### src/hw/rtl/crcfr_pkg.sv
// Shared types, constants and the CRC-16/MODBUS byte update for the frame receiver.
`timescale 1ns / 1ps
`default_nettype none

package crcfr_pkg;

    localparam int MAX_PAYLOAD_DEF = 32;
    localparam int COUNT_WIDTH_DEF = 32;

    localparam logic [15:0] CRC_POLY = 16'hA001;
    localparam logic [15:0] CRC_INIT = 16'hFFFF;

    // Configuration register indexes
    localparam logic [1:0] CFG_HDR_ONE = 2'd0;
    localparam logic [1:0] CFG_HDR_TWO = 2'd1;
    localparam logic [1:0] CFG_VERSION = 2'd2;
    localparam logic [1:0] CFG_MAX_LEN = 2'd3;

    localparam logic [7:0] HDR_ONE_RST = 8'hAA;
    localparam logic [7:0] HDR_TWO_RST = 8'h55;
    localparam logic [7:0] VERSION_RST = 8'h01;
    localparam logic [5:0] MAX_LEN_RST = 6'd32;

    typedef enum logic [2:0] {
        PH_HDR1,
        PH_HDR2,
        PH_VER,
        PH_LEN,
        PH_SEQ,
        PH_PAY,
        PH_CRCL,
        PH_CRCH
    } phase_t;

    typedef enum logic [1:0] {
        EV_ABSORB = 2'd0,
        EV_ERROR  = 2'd1,
        EV_GOOD   = 2'd2
    } event_t;

    typedef enum logic {
        RO_IDLE,
        RO_EMIT
    } ro_state_t;

    // What one accepted byte produced, handed from parser to emitter
    typedef struct packed {
        event_t     ev;
        logic       receiving;
        logic       burst;
        logic [5:0] len;
        logic [7:0] seq;
    } parse_res_t;

    function automatic logic [15:0] crc16_step(input logic [15:0] crc,
                                               input logic [7:0]  data_byte);
        logic [15:0] c;
        c = crc ^ {8'h00, data_byte};
        for (int i = 0; i < 8; i++) begin
            c = c[0] ? ((c >> 1) ^ CRC_POLY) : (c >> 1);
        end
        return c;
    endfunction

endpackage

`default_nettype wire

### src/hw/rtl/crcfr_payload_ram.sv
// Payload buffer: one write port, one read port with registered read data.
`timescale 1ns / 1ps
`default_nettype none

module crcfr_payload_ram #(
    parameter int DEPTH = crcfr_pkg::MAX_PAYLOAD_DEF,
    parameter int AW    = (DEPTH > 1) ? $clog2(DEPTH) : 1
) (
    input  wire logic          clk,
    input  wire logic          wr_en,
    input  wire logic [AW-1:0] wr_addr,
    input  wire logic [7:0]    wr_data,
    input  wire logic          rd_en,
    input  wire logic [AW-1:0] rd_addr,
    output logic [7:0]         rd_data
);

    logic [7:0] mem_array [DEPTH];
    logic [7:0] rd_data_reg;

    always_ff @(posedge clk)
    begin
        if (wr_en)
        begin
            mem_array[wr_addr] <= wr_data;
        end
        if (rd_en)
        begin
            rd_data_reg <= mem_array[rd_addr];
        end
    end

    assign rd_data = rd_data_reg;

endmodule

`default_nettype wire

### src/hw/rtl/crcfr_parser.sv
// Frame parser: header search, field capture, running CRC, counters and config registers.
`timescale 1ns / 1ps
`default_nettype none

module crcfr_parser #(
    parameter int MAX_PAYLOAD = crcfr_pkg::MAX_PAYLOAD_DEF,
    parameter int COUNT_WIDTH = crcfr_pkg::COUNT_WIDTH_DEF,
    parameter int AW          = (MAX_PAYLOAD > 1) ? $clog2(MAX_PAYLOAD) : 1
) (
    input  wire logic                   clk,
    input  wire logic                   rst_n,
    input  wire logic                   cfg_write_en,
    input  wire logic [1:0]             cfg_index,
    input  wire logic [7:0]             cfg_data,
    input  wire logic                   beat_fire,
    input  wire logic [7:0]             rx_byte,
    output logic                        wr_en,
    output logic [AW-1:0]               wr_addr,
    output logic [7:0]                  wr_data,
    output crcfr_pkg::parse_res_t       res,
    output logic [COUNT_WIDTH-1:0]      err_count_next,
    output logic [COUNT_WIDTH-1:0]      good_count_next
);

    localparam logic [6:0] MAX_P = 7'(MAX_PAYLOAD);

    logic [7:0] hdr1_reg, hdr2_reg, version_reg;
    logic [5:0] max_len_reg;

    crcfr_pkg::phase_t phase_reg, phase_next;
    logic [5:0]  length_reg, length_next;
    logic [5:0]  fill_reg, fill_next;
    logic [15:0] crc_reg, crc_next;
    logic [7:0]  crc_low_reg, crc_low_next;
    logic [7:0]  seq_reg, seq_next;
    logic [COUNT_WIDTH-1:0] err_reg, err_next;
    logic [COUNT_WIDTH-1:0] good_reg, good_next;

    logic        is_hdr1, is_hdr2, ver_ok, len_ok, crc_ok, pay_done;
    logic        fail_now, good_now;
    logic [6:0]  limit;
    logic [5:0]  fill_inc;
    logic [15:0] crc_in, crc_upd;
    crcfr_pkg::phase_t resync_phase;

    assign is_hdr1  = (rx_byte == hdr1_reg);
    assign is_hdr2  = (rx_byte == hdr2_reg);
    assign ver_ok   = (rx_byte == version_reg);
    assign limit    = (7'(max_len_reg) < MAX_P) ? 7'(max_len_reg) : MAX_P;
    assign len_ok   = (rx_byte <= 8'(limit));
    assign fill_inc = fill_reg + 6'd1;
    assign pay_done = (fill_inc >= length_reg);
    assign crc_ok   = ({rx_byte, crc_low_reg} == crc_reg);
    assign crc_in   = (phase_reg == crcfr_pkg::PH_VER) ? crcfr_pkg::CRC_INIT : crc_reg;
    assign crc_upd  = crcfr_pkg::crc16_step(crc_in, rx_byte);

    assign fail_now = ((phase_reg == crcfr_pkg::PH_VER)  && !ver_ok)
                   || ((phase_reg == crcfr_pkg::PH_LEN)  && !len_ok)
                   || ((phase_reg == crcfr_pkg::PH_CRCH) && !crc_ok);
    assign good_now = (phase_reg == crcfr_pkg::PH_CRCH) && crc_ok;

    // A failing byte that matches header one already starts the next search
    assign resync_phase = is_hdr1 ? crcfr_pkg::PH_HDR2 : crcfr_pkg::PH_HDR1;

    always_comb
    begin
        phase_next = phase_reg;
        unique case (phase_reg)
            crcfr_pkg::PH_HDR1:
            begin
                phase_next = is_hdr1 ? crcfr_pkg::PH_HDR2 : crcfr_pkg::PH_HDR1;
            end
            crcfr_pkg::PH_HDR2:
            begin
                if (is_hdr2)
                begin
                    phase_next = crcfr_pkg::PH_VER;
                end
                else
                begin
                    phase_next = is_hdr1 ? crcfr_pkg::PH_HDR2 : crcfr_pkg::PH_HDR1;
                end
            end
            crcfr_pkg::PH_VER:
            begin
                phase_next = ver_ok ? crcfr_pkg::PH_LEN : resync_phase;
            end
            crcfr_pkg::PH_LEN:
            begin
                phase_next = len_ok ? crcfr_pkg::PH_SEQ : resync_phase;
            end
            crcfr_pkg::PH_SEQ:
            begin
                phase_next = (length_reg == 6'd0) ? crcfr_pkg::PH_CRCL : crcfr_pkg::PH_PAY;
            end
            crcfr_pkg::PH_PAY:
            begin
                phase_next = pay_done ? crcfr_pkg::PH_CRCL : crcfr_pkg::PH_PAY;
            end
            crcfr_pkg::PH_CRCL:
            begin
                phase_next = crcfr_pkg::PH_CRCH;
            end
            crcfr_pkg::PH_CRCH:
            begin
                phase_next = crc_ok ? crcfr_pkg::PH_HDR1 : resync_phase;
            end
        endcase
    end

    always_comb
    begin
        length_next  = length_reg;
        fill_next    = fill_reg;
        crc_next     = crc_reg;
        crc_low_next = crc_low_reg;
        seq_next     = seq_reg;
        err_next     = err_reg;
        good_next    = good_reg;
        if (fail_now || good_now)
        begin
            length_next  = 6'd0;
            fill_next    = 6'd0;
            crc_next     = crcfr_pkg::CRC_INIT;
            crc_low_next = 8'd0;
            if (fail_now)
            begin
                err_next = err_reg + 1'b1;
            end
            else
            begin
                good_next = good_reg + 1'b1;
            end
        end
        else
        begin
            unique case (phase_reg)
                crcfr_pkg::PH_VER:
                begin
                    crc_next = crc_upd;
                end
                crcfr_pkg::PH_LEN:
                begin
                    length_next = rx_byte[5:0];
                    fill_next   = 6'd0;
                    crc_next    = crc_upd;
                end
                crcfr_pkg::PH_SEQ:
                begin
                    seq_next = rx_byte;
                    crc_next = crc_upd;
                end
                crcfr_pkg::PH_PAY:
                begin
                    fill_next = fill_inc;
                    crc_next  = crc_upd;
                end
                crcfr_pkg::PH_CRCL:
                begin
                    crc_low_next = rx_byte;
                end
                default:
                begin
                end
            endcase
        end
    end

    assign wr_en   = beat_fire && (phase_reg == crcfr_pkg::PH_PAY) && (7'(fill_reg) < MAX_P);
    assign wr_addr = fill_reg[AW-1:0];
    assign wr_data = rx_byte;

    always_comb
    begin
        if (fail_now)
        begin
            res.ev = crcfr_pkg::EV_ERROR;
        end
        else if (good_now)
        begin
            res.ev = crcfr_pkg::EV_GOOD;
        end
        else
        begin
            res.ev = crcfr_pkg::EV_ABSORB;
        end
        res.receiving = (phase_next != crcfr_pkg::PH_HDR1);
        res.burst     = good_now && (length_reg != 6'd0);
        res.len       = good_now ? length_reg : 6'd0;
        res.seq       = good_now ? seq_reg : 8'd0;
    end

    assign err_count_next  = err_next;
    assign good_count_next = good_next;

    always_ff @(posedge clk or negedge rst_n)
    begin
        if (!rst_n)
        begin
            hdr1_reg    <= crcfr_pkg::HDR_ONE_RST;
            hdr2_reg    <= crcfr_pkg::HDR_TWO_RST;
            version_reg <= crcfr_pkg::VERSION_RST;
            max_len_reg <= crcfr_pkg::MAX_LEN_RST;
        end
        else if (cfg_write_en)
        begin
            unique case (cfg_index)
                crcfr_pkg::CFG_HDR_ONE: hdr1_reg    <= cfg_data;
                crcfr_pkg::CFG_HDR_TWO: hdr2_reg    <= cfg_data;
                crcfr_pkg::CFG_VERSION: version_reg <= cfg_data;
                crcfr_pkg::CFG_MAX_LEN: max_len_reg <= cfg_data[5:0];
            endcase
        end
    end

    always_ff @(posedge clk or negedge rst_n)
    begin
        if (!rst_n)
        begin
            phase_reg   <= crcfr_pkg::PH_HDR1;
            length_reg  <= 6'd0;
            fill_reg    <= 6'd0;
            crc_reg     <= crcfr_pkg::CRC_INIT;
            crc_low_reg <= 8'd0;
            seq_reg     <= 8'd0;
            err_reg     <= '0;
            good_reg    <= '0;
        end
        else if (beat_fire)
        begin
            phase_reg   <= phase_next;
            length_reg  <= length_next;
            fill_reg    <= fill_next;
            crc_reg     <= crc_next;
            crc_low_reg <= crc_low_next;
            seq_reg     <= seq_next;
            err_reg     <= err_next;
            good_reg    <= good_next;
        end
    end

endmodule

`default_nettype wire

### src/hw/rtl/crcfr_emitter.sv
// Result register and payload readout sequencer driving the output channel.
`timescale 1ns / 1ps
`default_nettype none

module crcfr_emitter #(
    parameter int MAX_PAYLOAD = crcfr_pkg::MAX_PAYLOAD_DEF,
    parameter int COUNT_WIDTH = crcfr_pkg::COUNT_WIDTH_DEF,
    parameter int AW          = (MAX_PAYLOAD > 1) ? $clog2(MAX_PAYLOAD) : 1
) (
    input  wire logic                   clk,
    input  wire logic                   rst_n,
    input  wire logic                   beat_fire,
    input  wire crcfr_pkg::parse_res_t  res,
    input  wire logic [COUNT_WIDTH-1:0] err_count,
    input  wire logic [COUNT_WIDTH-1:0] good_count,
    input  wire logic                   out_ready,
    input  wire logic [7:0]             rd_data,
    output logic                        accept_ok,
    output logic                        rd_en,
    output logic [AW-1:0]               rd_addr,
    output logic                        out_valid,
    output logic [1:0]                  event_res,
    output logic                        receiving,
    output logic [31:0]                 errors_seen,
    output logic [31:0]                 frames_seen,
    output logic [7:0]                  frame_sequence,
    output logic [5:0]                  frame_length,
    output logic [4:0]                  byte_position,
    output logic [7:0]                  payload_value,
    output logic                        has_value,
    output logic                        last
);

    crcfr_pkg::ro_state_t ro_state_reg, ro_state_next;
    logic [5:0]  idx_reg, idx_next;
    logic        out_valid_reg, out_valid_next;
    crcfr_pkg::event_t ev_reg, ev_next;
    logic        recv_reg, recv_next;
    logic [COUNT_WIDTH-1:0] err_reg, err_next;
    logic [COUNT_WIDTH-1:0] good_reg, good_next;
    logic [7:0]  seq_reg, seq_next;
    logic [5:0]  len_reg, len_next;
    logic [4:0]  pos_reg, pos_next;
    logic [7:0]  val_reg, val_next;
    logic        has_reg, has_next;
    logic        last_reg, last_next;

    logic       slot_free, burst_last;
    logic [5:0] idx_inc;

    assign slot_free  = !out_valid_reg || out_ready;
    assign accept_ok  = (ro_state_reg == crcfr_pkg::RO_IDLE) && slot_free;
    assign idx_inc    = idx_reg + 6'd1;
    assign burst_last = (idx_inc == len_reg);

    always_comb
    begin
        ro_state_next = ro_state_reg;
        unique case (ro_state_reg)
            crcfr_pkg::RO_IDLE:
            begin
                if (beat_fire && res.burst)
                begin
                    ro_state_next = crcfr_pkg::RO_EMIT;
                end
            end
            crcfr_pkg::RO_EMIT:
            begin
                if (slot_free && burst_last)
                begin
                    ro_state_next = crcfr_pkg::RO_IDLE;
                end
            end
        endcase
    end

    always_comb
    begin
        out_valid_next = out_valid_reg && !out_ready;
        idx_next  = idx_reg;
        ev_next   = ev_reg;
        recv_next = recv_reg;
        err_next  = err_reg;
        good_next = good_reg;
        seq_next  = seq_reg;
        len_next  = len_reg;
        pos_next  = pos_reg;
        val_next  = val_reg;
        has_next  = has_reg;
        last_next = last_reg;
        rd_en     = 1'b0;
        rd_addr   = '0;
        unique case (ro_state_reg)
            crcfr_pkg::RO_IDLE:
            begin
                if (beat_fire)
                begin
                    ev_next   = res.ev;
                    recv_next = res.receiving;
                    err_next  = err_count;
                    good_next = good_count;
                    seq_next  = res.seq;
                    len_next  = res.len;
                    idx_next  = 6'd0;
                    if (res.burst)
                    begin
                        // fetch the first payload byte, items follow from the buffer
                        rd_en = 1'b1;
                    end
                    else
                    begin
                        out_valid_next = 1'b1;
                        pos_next  = 5'd0;
                        val_next  = 8'd0;
                        has_next  = 1'b0;
                        last_next = 1'b1;
                    end
                end
            end
            crcfr_pkg::RO_EMIT:
            begin
                if (slot_free)
                begin
                    out_valid_next = 1'b1;
                    pos_next  = idx_reg[4:0];
                    val_next  = rd_data;
                    has_next  = 1'b1;
                    last_next = burst_last;
                    if (!burst_last)
                    begin
                        // prefetch the next byte while this one goes out
                        rd_en    = 1'b1;
                        rd_addr  = idx_inc[AW-1:0];
                        idx_next = idx_inc;
                    end
                end
            end
        endcase
    end

    always_ff @(posedge clk or negedge rst_n)
    begin
        if (!rst_n)
        begin
            ro_state_reg  <= crcfr_pkg::RO_IDLE;
            out_valid_reg <= 1'b0;
            idx_reg       <= 6'd0;
        end
        else
        begin
            ro_state_reg  <= ro_state_next;
            out_valid_reg <= out_valid_next;
            idx_reg       <= idx_next;
        end
    end

    always_ff @(posedge clk)
    begin
        ev_reg   <= ev_next;
        recv_reg <= recv_next;
        err_reg  <= err_next;
        good_reg <= good_next;
        seq_reg  <= seq_next;
        len_reg  <= len_next;
        pos_reg  <= pos_next;
        val_reg  <= val_next;
        has_reg  <= has_next;
        last_reg <= last_next;
    end

    assign out_valid      = out_valid_reg;
    assign event_res      = ev_reg;
    assign receiving      = recv_reg;
    assign errors_seen    = 32'(err_reg);
    assign frames_seen    = 32'(good_reg);
    assign frame_sequence = seq_reg;
    assign frame_length   = len_reg;
    assign byte_position  = pos_reg;
    assign payload_value  = val_reg;
    assign has_value      = has_reg;
    assign last           = last_reg;

endmodule

`default_nettype wire

### src/hw/rtl/crc_checked_frame_receiver.sv
// A byte's status result is valid the cycle after the byte is accepted. A good frame
// with payload gives its first item via the buffer read and output registers, then one
// item per cycle from the buffer while the sink is ready; input is held off until the
// last item is taken. Throughput: one byte per cycle otherwise, paced by the output
// register handshake. Reset: phase, counters, CRC and config return to defaults at
// once; the payload buffer is not cleared and is read back only once filled by a frame.
`timescale 1ns / 1ps
`default_nettype none

module crc_checked_frame_receiver #(
    parameter int MAX_PAYLOAD = crcfr_pkg::MAX_PAYLOAD_DEF,
    parameter int COUNT_WIDTH = crcfr_pkg::COUNT_WIDTH_DEF
) (
    input  wire logic        clk,
    input  wire logic        rst_n,
    input  wire logic        cfg_write_en,
    input  wire logic [1:0]  cfg_index,
    input  wire logic [7:0]  cfg_data,
    input  wire logic        in_valid,
    output logic             in_ready,
    input  wire logic [7:0]  rx_byte,
    output logic             out_valid,
    input  wire logic        out_ready,
    output logic [1:0]       event_res,
    output logic             receiving,
    output logic [31:0]      errors_seen,
    output logic [31:0]      frames_seen,
    output logic [7:0]       frame_sequence,
    output logic [5:0]       frame_length,
    output logic [4:0]       byte_position,
    output logic [7:0]       payload_value,
    output logic             has_value,
    output logic             last
);

    localparam int AW = (MAX_PAYLOAD > 1) ? $clog2(MAX_PAYLOAD) : 1;

    logic                   beat_fire;
    logic                   wr_en, rd_en;
    logic [AW-1:0]          wr_addr, rd_addr;
    logic [7:0]             wr_data, rd_data;
    crcfr_pkg::parse_res_t  res;
    logic [COUNT_WIDTH-1:0] err_count, good_count;

    assign beat_fire = in_valid && in_ready;

    crcfr_parser #(
        .MAX_PAYLOAD (MAX_PAYLOAD),
        .COUNT_WIDTH (COUNT_WIDTH),
        .AW          (AW)
    ) u_parser (
        .clk             (clk),
        .rst_n           (rst_n),
        .cfg_write_en    (cfg_write_en),
        .cfg_index       (cfg_index),
        .cfg_data        (cfg_data),
        .beat_fire       (beat_fire),
        .rx_byte         (rx_byte),
        .wr_en           (wr_en),
        .wr_addr         (wr_addr),
        .wr_data         (wr_data),
        .res             (res),
        .err_count_next  (err_count),
        .good_count_next (good_count)
    );

    crcfr_payload_ram #(
        .DEPTH (MAX_PAYLOAD),
        .AW    (AW)
    ) u_ram (
        .clk     (clk),
        .wr_en   (wr_en),
        .wr_addr (wr_addr),
        .wr_data (wr_data),
        .rd_en   (rd_en),
        .rd_addr (rd_addr),
        .rd_data (rd_data)
    );

    crcfr_emitter #(
        .MAX_PAYLOAD (MAX_PAYLOAD),
        .COUNT_WIDTH (COUNT_WIDTH),
        .AW          (AW)
    ) u_emitter (
        .clk            (clk),
        .rst_n          (rst_n),
        .beat_fire      (beat_fire),
        .res            (res),
        .err_count      (err_count),
        .good_count     (good_count),
        .out_ready      (out_ready),
        .rd_data        (rd_data),
        .accept_ok      (in_ready),
        .rd_en          (rd_en),
        .rd_addr        (rd_addr),
        .out_valid      (out_valid),
        .event_res      (event_res),
        .receiving      (receiving),
        .errors_seen    (errors_seen),
        .frames_seen    (frames_seen),
        .frame_sequence (frame_sequence),
        .frame_length   (frame_length),
        .byte_position  (byte_position),
        .payload_value  (payload_value),
        .has_value      (has_value),
        .last           (last)
    );

`ifndef SYNTH
    // A taken payload beat that is not the last is followed at once by the next one
    a_burst_continues: assert property (@(posedge clk) disable iff (!rst_n)
        (out_valid && out_ready && has_value && !last) |=>
        (out_valid && has_value && event_res == crcfr_pkg::EV_GOOD))
        else $error("payload burst stalled or broke off");

    a_burst_position: assert property (@(posedge clk) disable iff (!rst_n)
        (out_valid && out_ready && has_value && !last) |=>
        (byte_position == 5'($past(byte_position) + 5'd1)))
        else $error("payload position did not advance by one");

    a_no_input_in_burst: assert property (@(posedge clk) disable iff (!rst_n)
        (out_valid && has_value && !last) |-> !in_ready)
        else $error("input taken while a payload burst is pending");

    a_write_on_beat: assert property (@(posedge clk) disable iff (!rst_n)
        wr_en |-> (beat_fire && !rd_en))
        else $error("payload buffer written outside an accepted beat");
`endif

endmodule

`default_nettype wire

### config.mk
export PLATFORM = sky130hd
export DESIGN_NAME = crc_checked_frame_receiver
export DESIGN_NICKNAME = d
export VERILOG_FILES = /design/src/hw/rtl/crcfr_pkg.sv /design/src/hw/rtl/crcfr_payload_ram.sv /design/src/hw/rtl/crcfr_parser.sv /design/src/hw/rtl/crcfr_emitter.sv /design/src/hw/rtl/crc_checked_frame_receiver.sv
export SDC_FILE = /design/constraint.sdc
export NUM_CORES = 1
export LEC_CHECK = 0
export BUFFER_PORTS_ARGS = -buffer_cell sky130_fd_sc_hd__buf_4
export CAP_MARGIN = 20
export CELL_PAD_IN_SITES_DETAIL_PLACEMENT = 1
export CELL_PAD_IN_SITES_GLOBAL_PLACEMENT = 1
export CORE_MARGIN = 2
export CORE_UTILIZATION = 50
export DETAILED_ROUTE_END_ITERATION = 10
export GPL_TIMING_DRIVEN = 0
export MAX_ROUTING_LAYER = met4
export PLACE_DENSITY_LB_ADDON = 0.12
export SLEW_MARGIN = 40
export SYNTH_ARGS = -nofsm -noshare
export SYNTH_HDL_FRONTEND = slang
export SYNTH_HIERARCHICAL = 1
export SYNTH_SLANG_ARGS = --single-unit
### constraint.sdc
create_clock -name clk -period 4.9 [get_ports clk]
set_clock_uncertainty 0.05 [all_clocks]
set_input_delay 0.49 -clock clk [delete_from_list [all_inputs] [get_ports clk]]
set_output_delay 0.49 -clock clk [all_outputs]
set_load 0.01 [all_outputs]
Yosys cells after proc, flatten, opt, wreduce, memory -nomap -nowiden
Memories as Yosys holds them, arrays and structs flattened. A register that Yosys moved wholly into a read port is not among the register bits.
Index checks and enable logic that the tools add are counted.

word-level totals
  flip-flop bits (word level) = 245
  output and inout port bits = 98
  memories = 1
  bits in writable memories = 256

operators by class
  $add $sub $neg = 4
  equality and inequality tests = 19
  bitwise operators = 11
  reduce and logical (&&, ||, !) cells = 43
  order comparisons = 4
  mux-type cells = 68

memory list
  name             words  bits a word  read ports  clocked after Yosys merged registers in  write ports  RTL line                 text
  u_ram.mem_array  32     8            1           1                                        1            crcfr_payload_ram.sv:18  logic [7:0] mem_array [DEPTH];

operators by type and width
  kind                                                              count
  16-bit 2-to-1 mux                                                 11
  32-bit 2-to-1 mux                                                 4
  32-bit by 1-bit adder with 32-bit output (second input constant)  2
  6-bit 2-to-1 mux                                                  7
  8-bit 2-to-1 mux                                                  5
  5-bit 2-to-1 mux                                                  6
  8-bit == test                                                     3
  2-bit NOT with 3-bit output                                       8
  3-bit case mux with 8 select lines                                1
  6-bit case mux with 2 select lines                                2
  1-bit 2-to-1 mux                                                  18
  2-bit AND reduction                                               9
  16-bit == test                                                    1
  8-bit case mux with 2 select lines                                1
  16-bit by 8-bit XOR with 16-bit output                            1
  6-bit by 1-bit adder with 6-bit output (second input constant)    2
  3-bit == test (second input constant)                             4
  1-bit logical AND                                                 12
  6-bit less-than comparator (second input constant)                2
  3-bit 2-to-1 mux                                                  4
  1-bit case mux with 2 select lines                                5
  5-bit case mux with 2 select lines                                1
  3-bit AND reduction                                               3
  8-bit by 7-bit less-or-equal comparator with 1-bit output         1
  19 further kinds                                                  36

Longest topological paths before layout
Gate-level depths: netlist (run 1).

  word-level depth = 21
  gate-level depth with buffers = 11
  depth with buffers taken out = 9

Modules after synthesis
The synthesis (run 1) kept the hierarchy.

by module, submodules not included
  module                      sequential area each (um^2)  area an instance (um^2)  cells each  times used
  crcfr_payload_ram           7927.6                       10133.5                  417         1
  crcfr_parser                3560.9                       8937.3                   900         1
  crcfr_emitter               3083.0                       3619.7                   182         1
  crc_checked_frame_receiver  0.0                          6.3                      1           1

Worst setup path before layout (run 1)
OpenSTA, ideal clock, no wires.

  path kind = register to register
  start = register u_emitter.idx_reg[0]
  end = register u_ram.rd_data_reg[0], in the netlist u_ram/rd_data[0], read port of u_ram.mem_array, data pin
  required time = 4.590 ns
  library setup time = 0.260 ns
  arrival time = 3.234 ns
  slack = 1.356 ns
  cell stages (with the launch flop) = 12
  path buffers = 2
  clock period less this slack = 3.544 ns
  path through = dfrtp_1 -> ha_1 -> xor3_1 -> nor3_2 -> o211ai_2 -> o21bai_4 -> nor2_1 -> buf_6 -> buf_4 -> mux4_2 -> mux4_2 -> mux2_2

between the ends
  longest elaborated chain between the ends = 5
  elaborated cells between the ends (all ways) = 8

ends and longest elaborated chain
  element                                     RTL line                          text
  from (decl)                                 crcfr_emitter.sv:35               logic [5:0] idx_reg, idx_next;
  from (signal assigned)                      crcfr_emitter.sv:153              idx_reg <= idx_next;
  6-bit by 1-bit adder with 6-bit output (*)  crcfr_emitter.sv:53               assign idx_inc = idx_reg + 6'd1;
  6-bit == test                               crcfr_emitter.sv:54               assign burst_last = (idx_inc == len_reg);
  5-bit 2-to-1 mux (*)                        crcfr_emitter.sv:129              if (!burst_last)
  5-bit 2-to-1 mux (*)                        crcfr_emitter.sv:122              if (slot_free)
  5-bit 2-to-1 mux (*)                        crcfr_emitter.sv:93               unique case (ro_state_reg)
  named net rd_addr[0]                        crc_checked_frame_receiver.sv:40  logic [AW-1:0] wr_addr, rd_addr;
  to (decl)                                   crcfr_payload_ram.sv:19           logic [7:0] rd_data_reg;

Mark *: on every way through the listed nets, which the timed path passes. The rest lies on a longest branch.
A chain may end at the register's enable or synchronous reset.

Final worst setup path (run 1)
  start = register u_emitter.idx_reg[0]
  end = register u_ram.rd_data_reg[4], in the netlist u_ram/rd_data[4], read port of u_ram.mem_array, data pin

Same word-level chain as after synthesis.

==> metrics.txt, run 1 <==
I/O Pins=121; status=completed; grt met1 use=31.9%; Fin Hold WS=between 90 and 100 ps; Slew headroom=40.9%; critical path endpoint=u_ram/rd_data[4]; vias in the first global route=14266; Synth area leader=edfxtp_1; diode count=0; Final Critical Period=4580 ps; largest net degree at the start of global routing=62; largest cells by area after synthesis=edfxtp_1 (48%), dfrtp_1 (14%), mux4_2 (7.9%); post-synthesis sequential area ratio=roughly 64%; simple logic cell fraction of the synthesized area=10.3%; Initial Utilization=50.3%; hpwl dp=37200 microns; cell area after layout=0.0262 sq mm; CTS tree=built; Post-Syn Area=0.0227 sq mm; Max Transition Viols Final=0; Yosys reg bits=509; mean post-synth cell area=15.1 sq um; P_leak=9.64 nW; FMAX=~0.22 GHz; Top FF cell, synth=edfxtp_1; setup bufs post-CTS=0; routed len/inst=about 23 microns; Syn Inst Count=1500; most frequent cell after synthesis=edfxtp_1; slowest stage delay, CP=roughly 730 ps; Sum Neg Setup Slack=0 ps; GPL Wtd Cong=0.836; Crit Path Category=register to register; Vias/cell=between 5 and 6; R2R depth=10; Via Count=13291; flop-to-flop setup slack=320 ps; Stages on worst setup path=10; gr ovfl total=0; CP max stage cell=buf_1; NumNets Final=between 1500 and 2000; Worst Path Required=roughly 5200 ps; Top reg by flops=u_ram/mem_array; antenna violations before repair=0; top post-synthesis cells by count=edfxtp_1 (360), dfrtp_1 (123), xor2_1 (110); Worst Tran Pin Value=about 890 ps; Area growth syn-to-layout=15.3%; clock slew at reported path FFs=roughly 60 ps; ratio of cells with drive above 1 in the final layout=26.7%; first-pass GRT wire length=84800 microns; fin crit share=93.4%; DR pass1 iterations=5; number of port buffers=approximately 120; gr busiest metal=met2; DRT iter0 DRCs=717; DR DRC count=0; max reg flops=256; Detail Route Antenna Nets=0; Synth cell types=70; RSZ-0062 raised after global routing=false; total track usage=24.3%; Die W=217 microns; Final Setup Violations=0; post-synthesis mux area share=10.7%; Buf/Inv on CP=2; M3 GR Usage=3.65%; post-synthesis xor/xnor area fraction=8.23%; CTS buffer count=54; Fin. Hold Viols=0; DP Area=0.0245 sq mm; Post-Synth Adder-Cell Area=1.05%; die area=0.0471 sq mm; largest family of logic cells by synthesized area=multiplexers; Reg-to-Reg End=u_ram/rd_data[4]; origin of the critical flop-to-flop path=u_emitter/idx_reg[0]; H-tree depth=2; Die Ht=approximately 220 microns; CP most frequent cell=mux4_2; critical-path cell list=nand3_1 -> xor2_1 -> o211ai_2 -> o21bai_4 -> nor2_1 -> clkbuf_1 -> buf_1 -> mux4_2 -> mux4_2 -> mux2_2; CP arrival=between 4000 and 5000 ps; Compound-Gate Fraction of Synth Area=under 10%; Crit path max-delay family=multiplexers; CP Max Fanout=10; Rows=78; Post-synth ARST share=29.3%; CP Launch Point=u_emitter/idx_reg[0]; Post-Route WL=54400 microns; CTS Sinks=509; Power, Total=11.0 mW; crit start category=register; Crit. End Element=register; M2 GR Usage=39.8%; core area=about 0.045 sq mm; max cap viols=0; root buffer cell=clkbuf_16; Yosys top cell area share=between 40% and 50%; worst hold path class=input port to register; Clock Tree Buf Depth=3; YS warnings=6; Max VDD drop=0.306 mV; Power Dens Cells=between 400 and 500 mW/mm^2; post-synthesis net count=~1500; post-layout util=between 50% and 60%; EDFF count, synth=360; clk_lat worst skew=610 ps
## area by class of cell
type | count | area [sq um]
buffer | 92 | 532
clock buffer | 79 | 1510
clock inverter | 17 | 156
fill | 4297 | 18900
inverter | 20 | 80.1
multi-input combinational | 879 | 7570
sequential | 509 | 14600
tap | 600 | 751
timing repair buffer | 124 | 1000
## worst register-to-register path, delay by kind of cell (launching register included)
kind / cells / cell delay (ps)
mux: 3 / 1310
buf+inv: 2 / 1210
compound gates: 2 / 560
flops: 1 / 510
simple gates: 2 / 440
xor+xnor: 1 / 240
## routing by layer
layer | part of all wire, % | vias to the layer above
met5 | 0 | -
met4 | 2.6 | 0
met3 | 4.3 | 83
met2 | 50 | 297
met1 | 43 | 6957
li1 | - | 5954
## kinds of logic after synthesis
group | count (synthesis)
flops | 509
simple gates | 426
xor+xnor | 210
mux | 137
buf+inv | 112
compound gates | 87
fa+ha+maj | 19
## report_power, final
group          switching (mW)  total, mW  internal, mW
registers               0.222       5.21          4.98
clock network            1.64       3.86          2.23
logic                    1.13       1.92         0.796
## worst min-delay path by stage
stage,from,end,slack [ps],depth (start not counted)
floorplan,rst_n,u_emitter/idx_reg[0],140,0
global placement,u_emitter/ro_state_reg,u_emitter/has_value,380,0
detailed placement,rst_n,u_parser/good_reg[4],350,1
CTS,cfg_data[6],u_parser/version_reg[6],50,2
global route,cfg_data[6],u_parser/version_reg[6],70,2
finish,cfg_data[6],u_parser/version_reg[6],100,2
## stage by stage
| stage | setup slack, ps | instances |
|---|---|---|
| after floorplan | 1360 | 1500 |
| after global routing | 111 | 2320 |
| after global placement | 336 | 2219 |
| final | 323 | 2320 |
| after detailed placement | 333 | 2223 |
| after CTS | 303 | 2320 |
## repair_timing
item | CTS | global route
hold buffers | 1 | 0
hold endpoints to repair | 34 | 0
gates resized for setup | 0 | 0
## cells in the final DEF (no fill, tap or decap), drive strengths merged, types with 26 or more instances in the layout
| cell | Yosys | final |
|---|---|---|
| nand4 | 30 | 30 |
| nand3 | 72 | 72 |
| dfrtp | 123 | 123 |
| nor3 | 41 | 41 |
| mux2 | 51 | 51 |
| xnor2 | 98 | 98 |
| nor2 | 107 | 107 |
| mux4 | 80 | 80 |
| nand2 | 61 | 61 |
| edfxtp | 360 | 360 |
| buf | 67 | 189 |
| xor2 | 110 | 110 |
| clkbuf | 25 | 105 |
| dfstp | 26 | 26 |
Note: power is estimated with default switching activity, not from simulation.
==> run 2, diff against run 1 <==
Settings changed: CORE_ASPECT_RATIO set to 0.5.
==> run 2 against run 1 <==
Register-to-register slack improved by 80 ps. Power fell by 3.3%. Highest routed layer unchanged. Flip-flop and latch count did not move. Worst hold slack improved by 44 ps. Global-route usage fell by 0.53 points. Clock power fell by 9.3%. Core utilization fell by 0.35 points. Routed wire length fell by 1.2%. Sequential share of layout area rose by 0.44 points. Cell area fell by 0.78%. Critical path type unchanged.
==> metrics.txt, run 2 (synthesized netlist as in run 1, its figures left out) <==
status=completed (unchanged); P_leak=9.53 nW (was 9.64 nW); Max VDD drop=0.263 mV (was 0.306 mV); Via Count=13163 (was 13291); flop-to-flop setup slack=400 ps (was 320 ps); Worst Path Required=5150 ps (was 5180 ps); core area=0.0450 sq mm (was 0.0451 sq mm); Slew headroom=41.7% (was 40.9%); Fin. Hold Viols=0 (unchanged); Cells on Worst Hold Path=2 (unchanged); ratio of cells with drive above 1 in the final layout=26.6% (was 26.7%); antenna violations before repair=1 (was 0); DR DRC count=0 (unchanged); Worst Tran Pin Value=872 ps (was 887 ps); vias in the first global route=14055 (was 14266); I/O Pins=121 (unchanged); hpwl dp=36700 microns (was 37200 microns); H-tree depth=2 (unchanged); commonest non-fill, non-tap cells in the layout=edfxtp_1 (360), buf_4 (144), dfrtp_1 (123) (unchanged); DRT iter0 DRCs=911 (was 717); Fin Hold WS=140 ps (was 95.7 ps); Crit Path Category=register to register (unchanged); Vias/cell=5.70 (was 5.73); CTS buffer count=46 (was 54); number of port buffers=119 (unchanged); Die W=305 microns (was 217 microns); clock slew at reported path FFs=60 ps (about the same); max reg flops=256 (unchanged); Hold EP=u_parser/hdr1_reg[2] (was u_parser/version_reg[6]); Stages on worst setup path=11 (was 10); total track usage=23.8% (was 24.3%); Final Setup Violations=0 (unchanged); largest net degree at the start of global routing=59 (was 62); CP Launch Point=u_emitter/idx_reg[0] (unchanged); Area growth syn-to-layout=14.4% (was 15.3%); slowest stage delay, CP=640 ps (was 730 ps); Crit. End Element=register (unchanged); commonest non-fill, non-tap cell in the layout=edfxtp_1 (unchanged); Initial Utilization=50.4% (was 50.3%); root buffer cell=clkbuf_16 (unchanged); first-pass GRT wire length=83700 microns (was 84800 microns); Sum Neg Setup Slack=0 ps (unchanged); FMAX=0.222 GHz (was 0.218 GHz); Reg-to-Reg End=u_ram/rd_data[3] (was u_ram/rd_data[4]); Buf/Inv on CP=2 (unchanged); critical-path cell list=ha_1 -> xor3_1 -> nor3_2 -> o211ai_2 -> o21bai_4 -> nor2_1 -> clkbuf_1 -> clkbuf_1 -> mux4_2 -> mux4_2 -> mux2_2 (was nand3_1 -> xor2_1 -> o211ai_2 -> o21bai_4 -> nor2_1 -> clkbuf_1 -> buf_1 -> mux4_2 -> mux4_2 -> mux2_2); Power Dens Cells=409 mW/mm^2 (was 420 mW/mm^2); fillers=4295 (was 4297); CP arrival=4750 ps (was 4860 ps); clk_lat worst skew=570 ps (was 610 ps); Top reg by flops=u_ram/mem_array (unchanged); hold path startpoint=cfg_data[2] (was cfg_data[6]); origin of the critical flop-to-flop path=u_emitter/idx_reg[0] (unchanged); Final Critical Period=4500 ps (was 4580 ps); max cap viols=0 (unchanged); crit start category=register (unchanged); Crit path max-delay family=multiplexers (unchanged); Max Transition Viols Final=0 (unchanged); Detail Route Antenna Nets=0 (unchanged); CTS tree=built (unchanged); Post-Route WL=53700 microns (was 54400 microns); fin crit share=91.8% (was 93.4%); CP Max Fanout=10 (unchanged); CP max stage cell=clkbuf_1 (was buf_1); NumNets Final=1714 (was 1722); setup bufs post-CTS=0 (unchanged); die area=0.0472 sq mm (was 0.0471 sq mm); Seq. cell area=0.0146 sq mm (unchanged); Rows=55 (was 78); GPL Wtd Cong=0.871 (was 0.836); multi-input combinational cell area=0.00758 sq mm (was 0.00757 sq mm); CTS Sinks=509 (unchanged); routed len/inst=23.3 microns (was 23.5 microns); Clock Tree Buf Depth=3 (unchanged); gr ovfl total=0 (unchanged); R2R depth=11 (was 10); DR pass1 iterations=5 (unchanged); RSZ-0062 raised after global routing=false (unchanged); worst hold path class=input port to register (unchanged); Die Ht=155 microns (was 217 microns)
==> run 2: changes by cell type in the layout (fill, tap and decap cells not counted), sizes merged <==
cell    before  now
clkbuf     105   93
diode        0    1
clkinv      13   14
==> run 2: how the worst max path moves through the flow <==
stage | endpoint | slack, ps
final | u_ram/rd_data[3] | 400
after global routing | u_ram/rd_data[0] | 210
after global placement | u_ram/rd_data[1] | 480
after floorplan | u_ram/rd_data[0] | 1360
after detailed placement | u_ram/mem_array[24][0] | 440
after CTS | u_ram/rd_data[3] | 410
==> run 2: per-layer routing <==
metal  wire length (microns)  vias up  track usage (%)
li1                        -     5928                -
met4                    1010        0             4.76
met3                    2300       72             3.18
met2                   26900      280             39.6
met5                       0        -                -
met1                   23500     6883             31.9
==> run 2: power by group <==
group	switching (mW)	internal, mW
clock	1.57	1.93
sequential	0.219	4.98
combinational	1.13	0.797
total	2.92	7.70
==> run 2: stage by stage <==
step / instance area, sq um / setup slack, ps / total power [mW] / cells / util (%)
6_report: 26000 / 403 / 10.6 / 2308 / 57.7
5_1_grt: 26000 / 214 / 11.1 / 2307 / 57.7
4_1_cts: 25900 / 409 / 10.7 / 2307 / 57.6
3_5_place_dp: 24500 / 444 / 7.18 / 2221 / 54.3
3_3_place_gp: 24300 / 483 / 7.07 / 2217 / 54.1
2_1_floorplan: 22700 / 1360 / 6.55 / 1500 / -
==> run 2: layout make-up <==
class | count | share of cell area [%]
flip-flops and latches | 509 | 56.1
multi-input cells | 879 | 29.2
repair buffers | 124 | 3.86
plain buffers | 92 | 2.05
diodes | 1 | 0.00964
well taps | 598 | 2.88
clock buffers | 67 | 4.93
clock inverters | 18 | 0.617
inverters | 20 | 0.308
==> run 2: repair_timing <==
action | CTS | global route
hold buffers | 1 | 0
endpoints found under the hold margin | 39 | 0
endpoints found under the setup margin | 0 | 0
gates resized for setup | 0 | 0
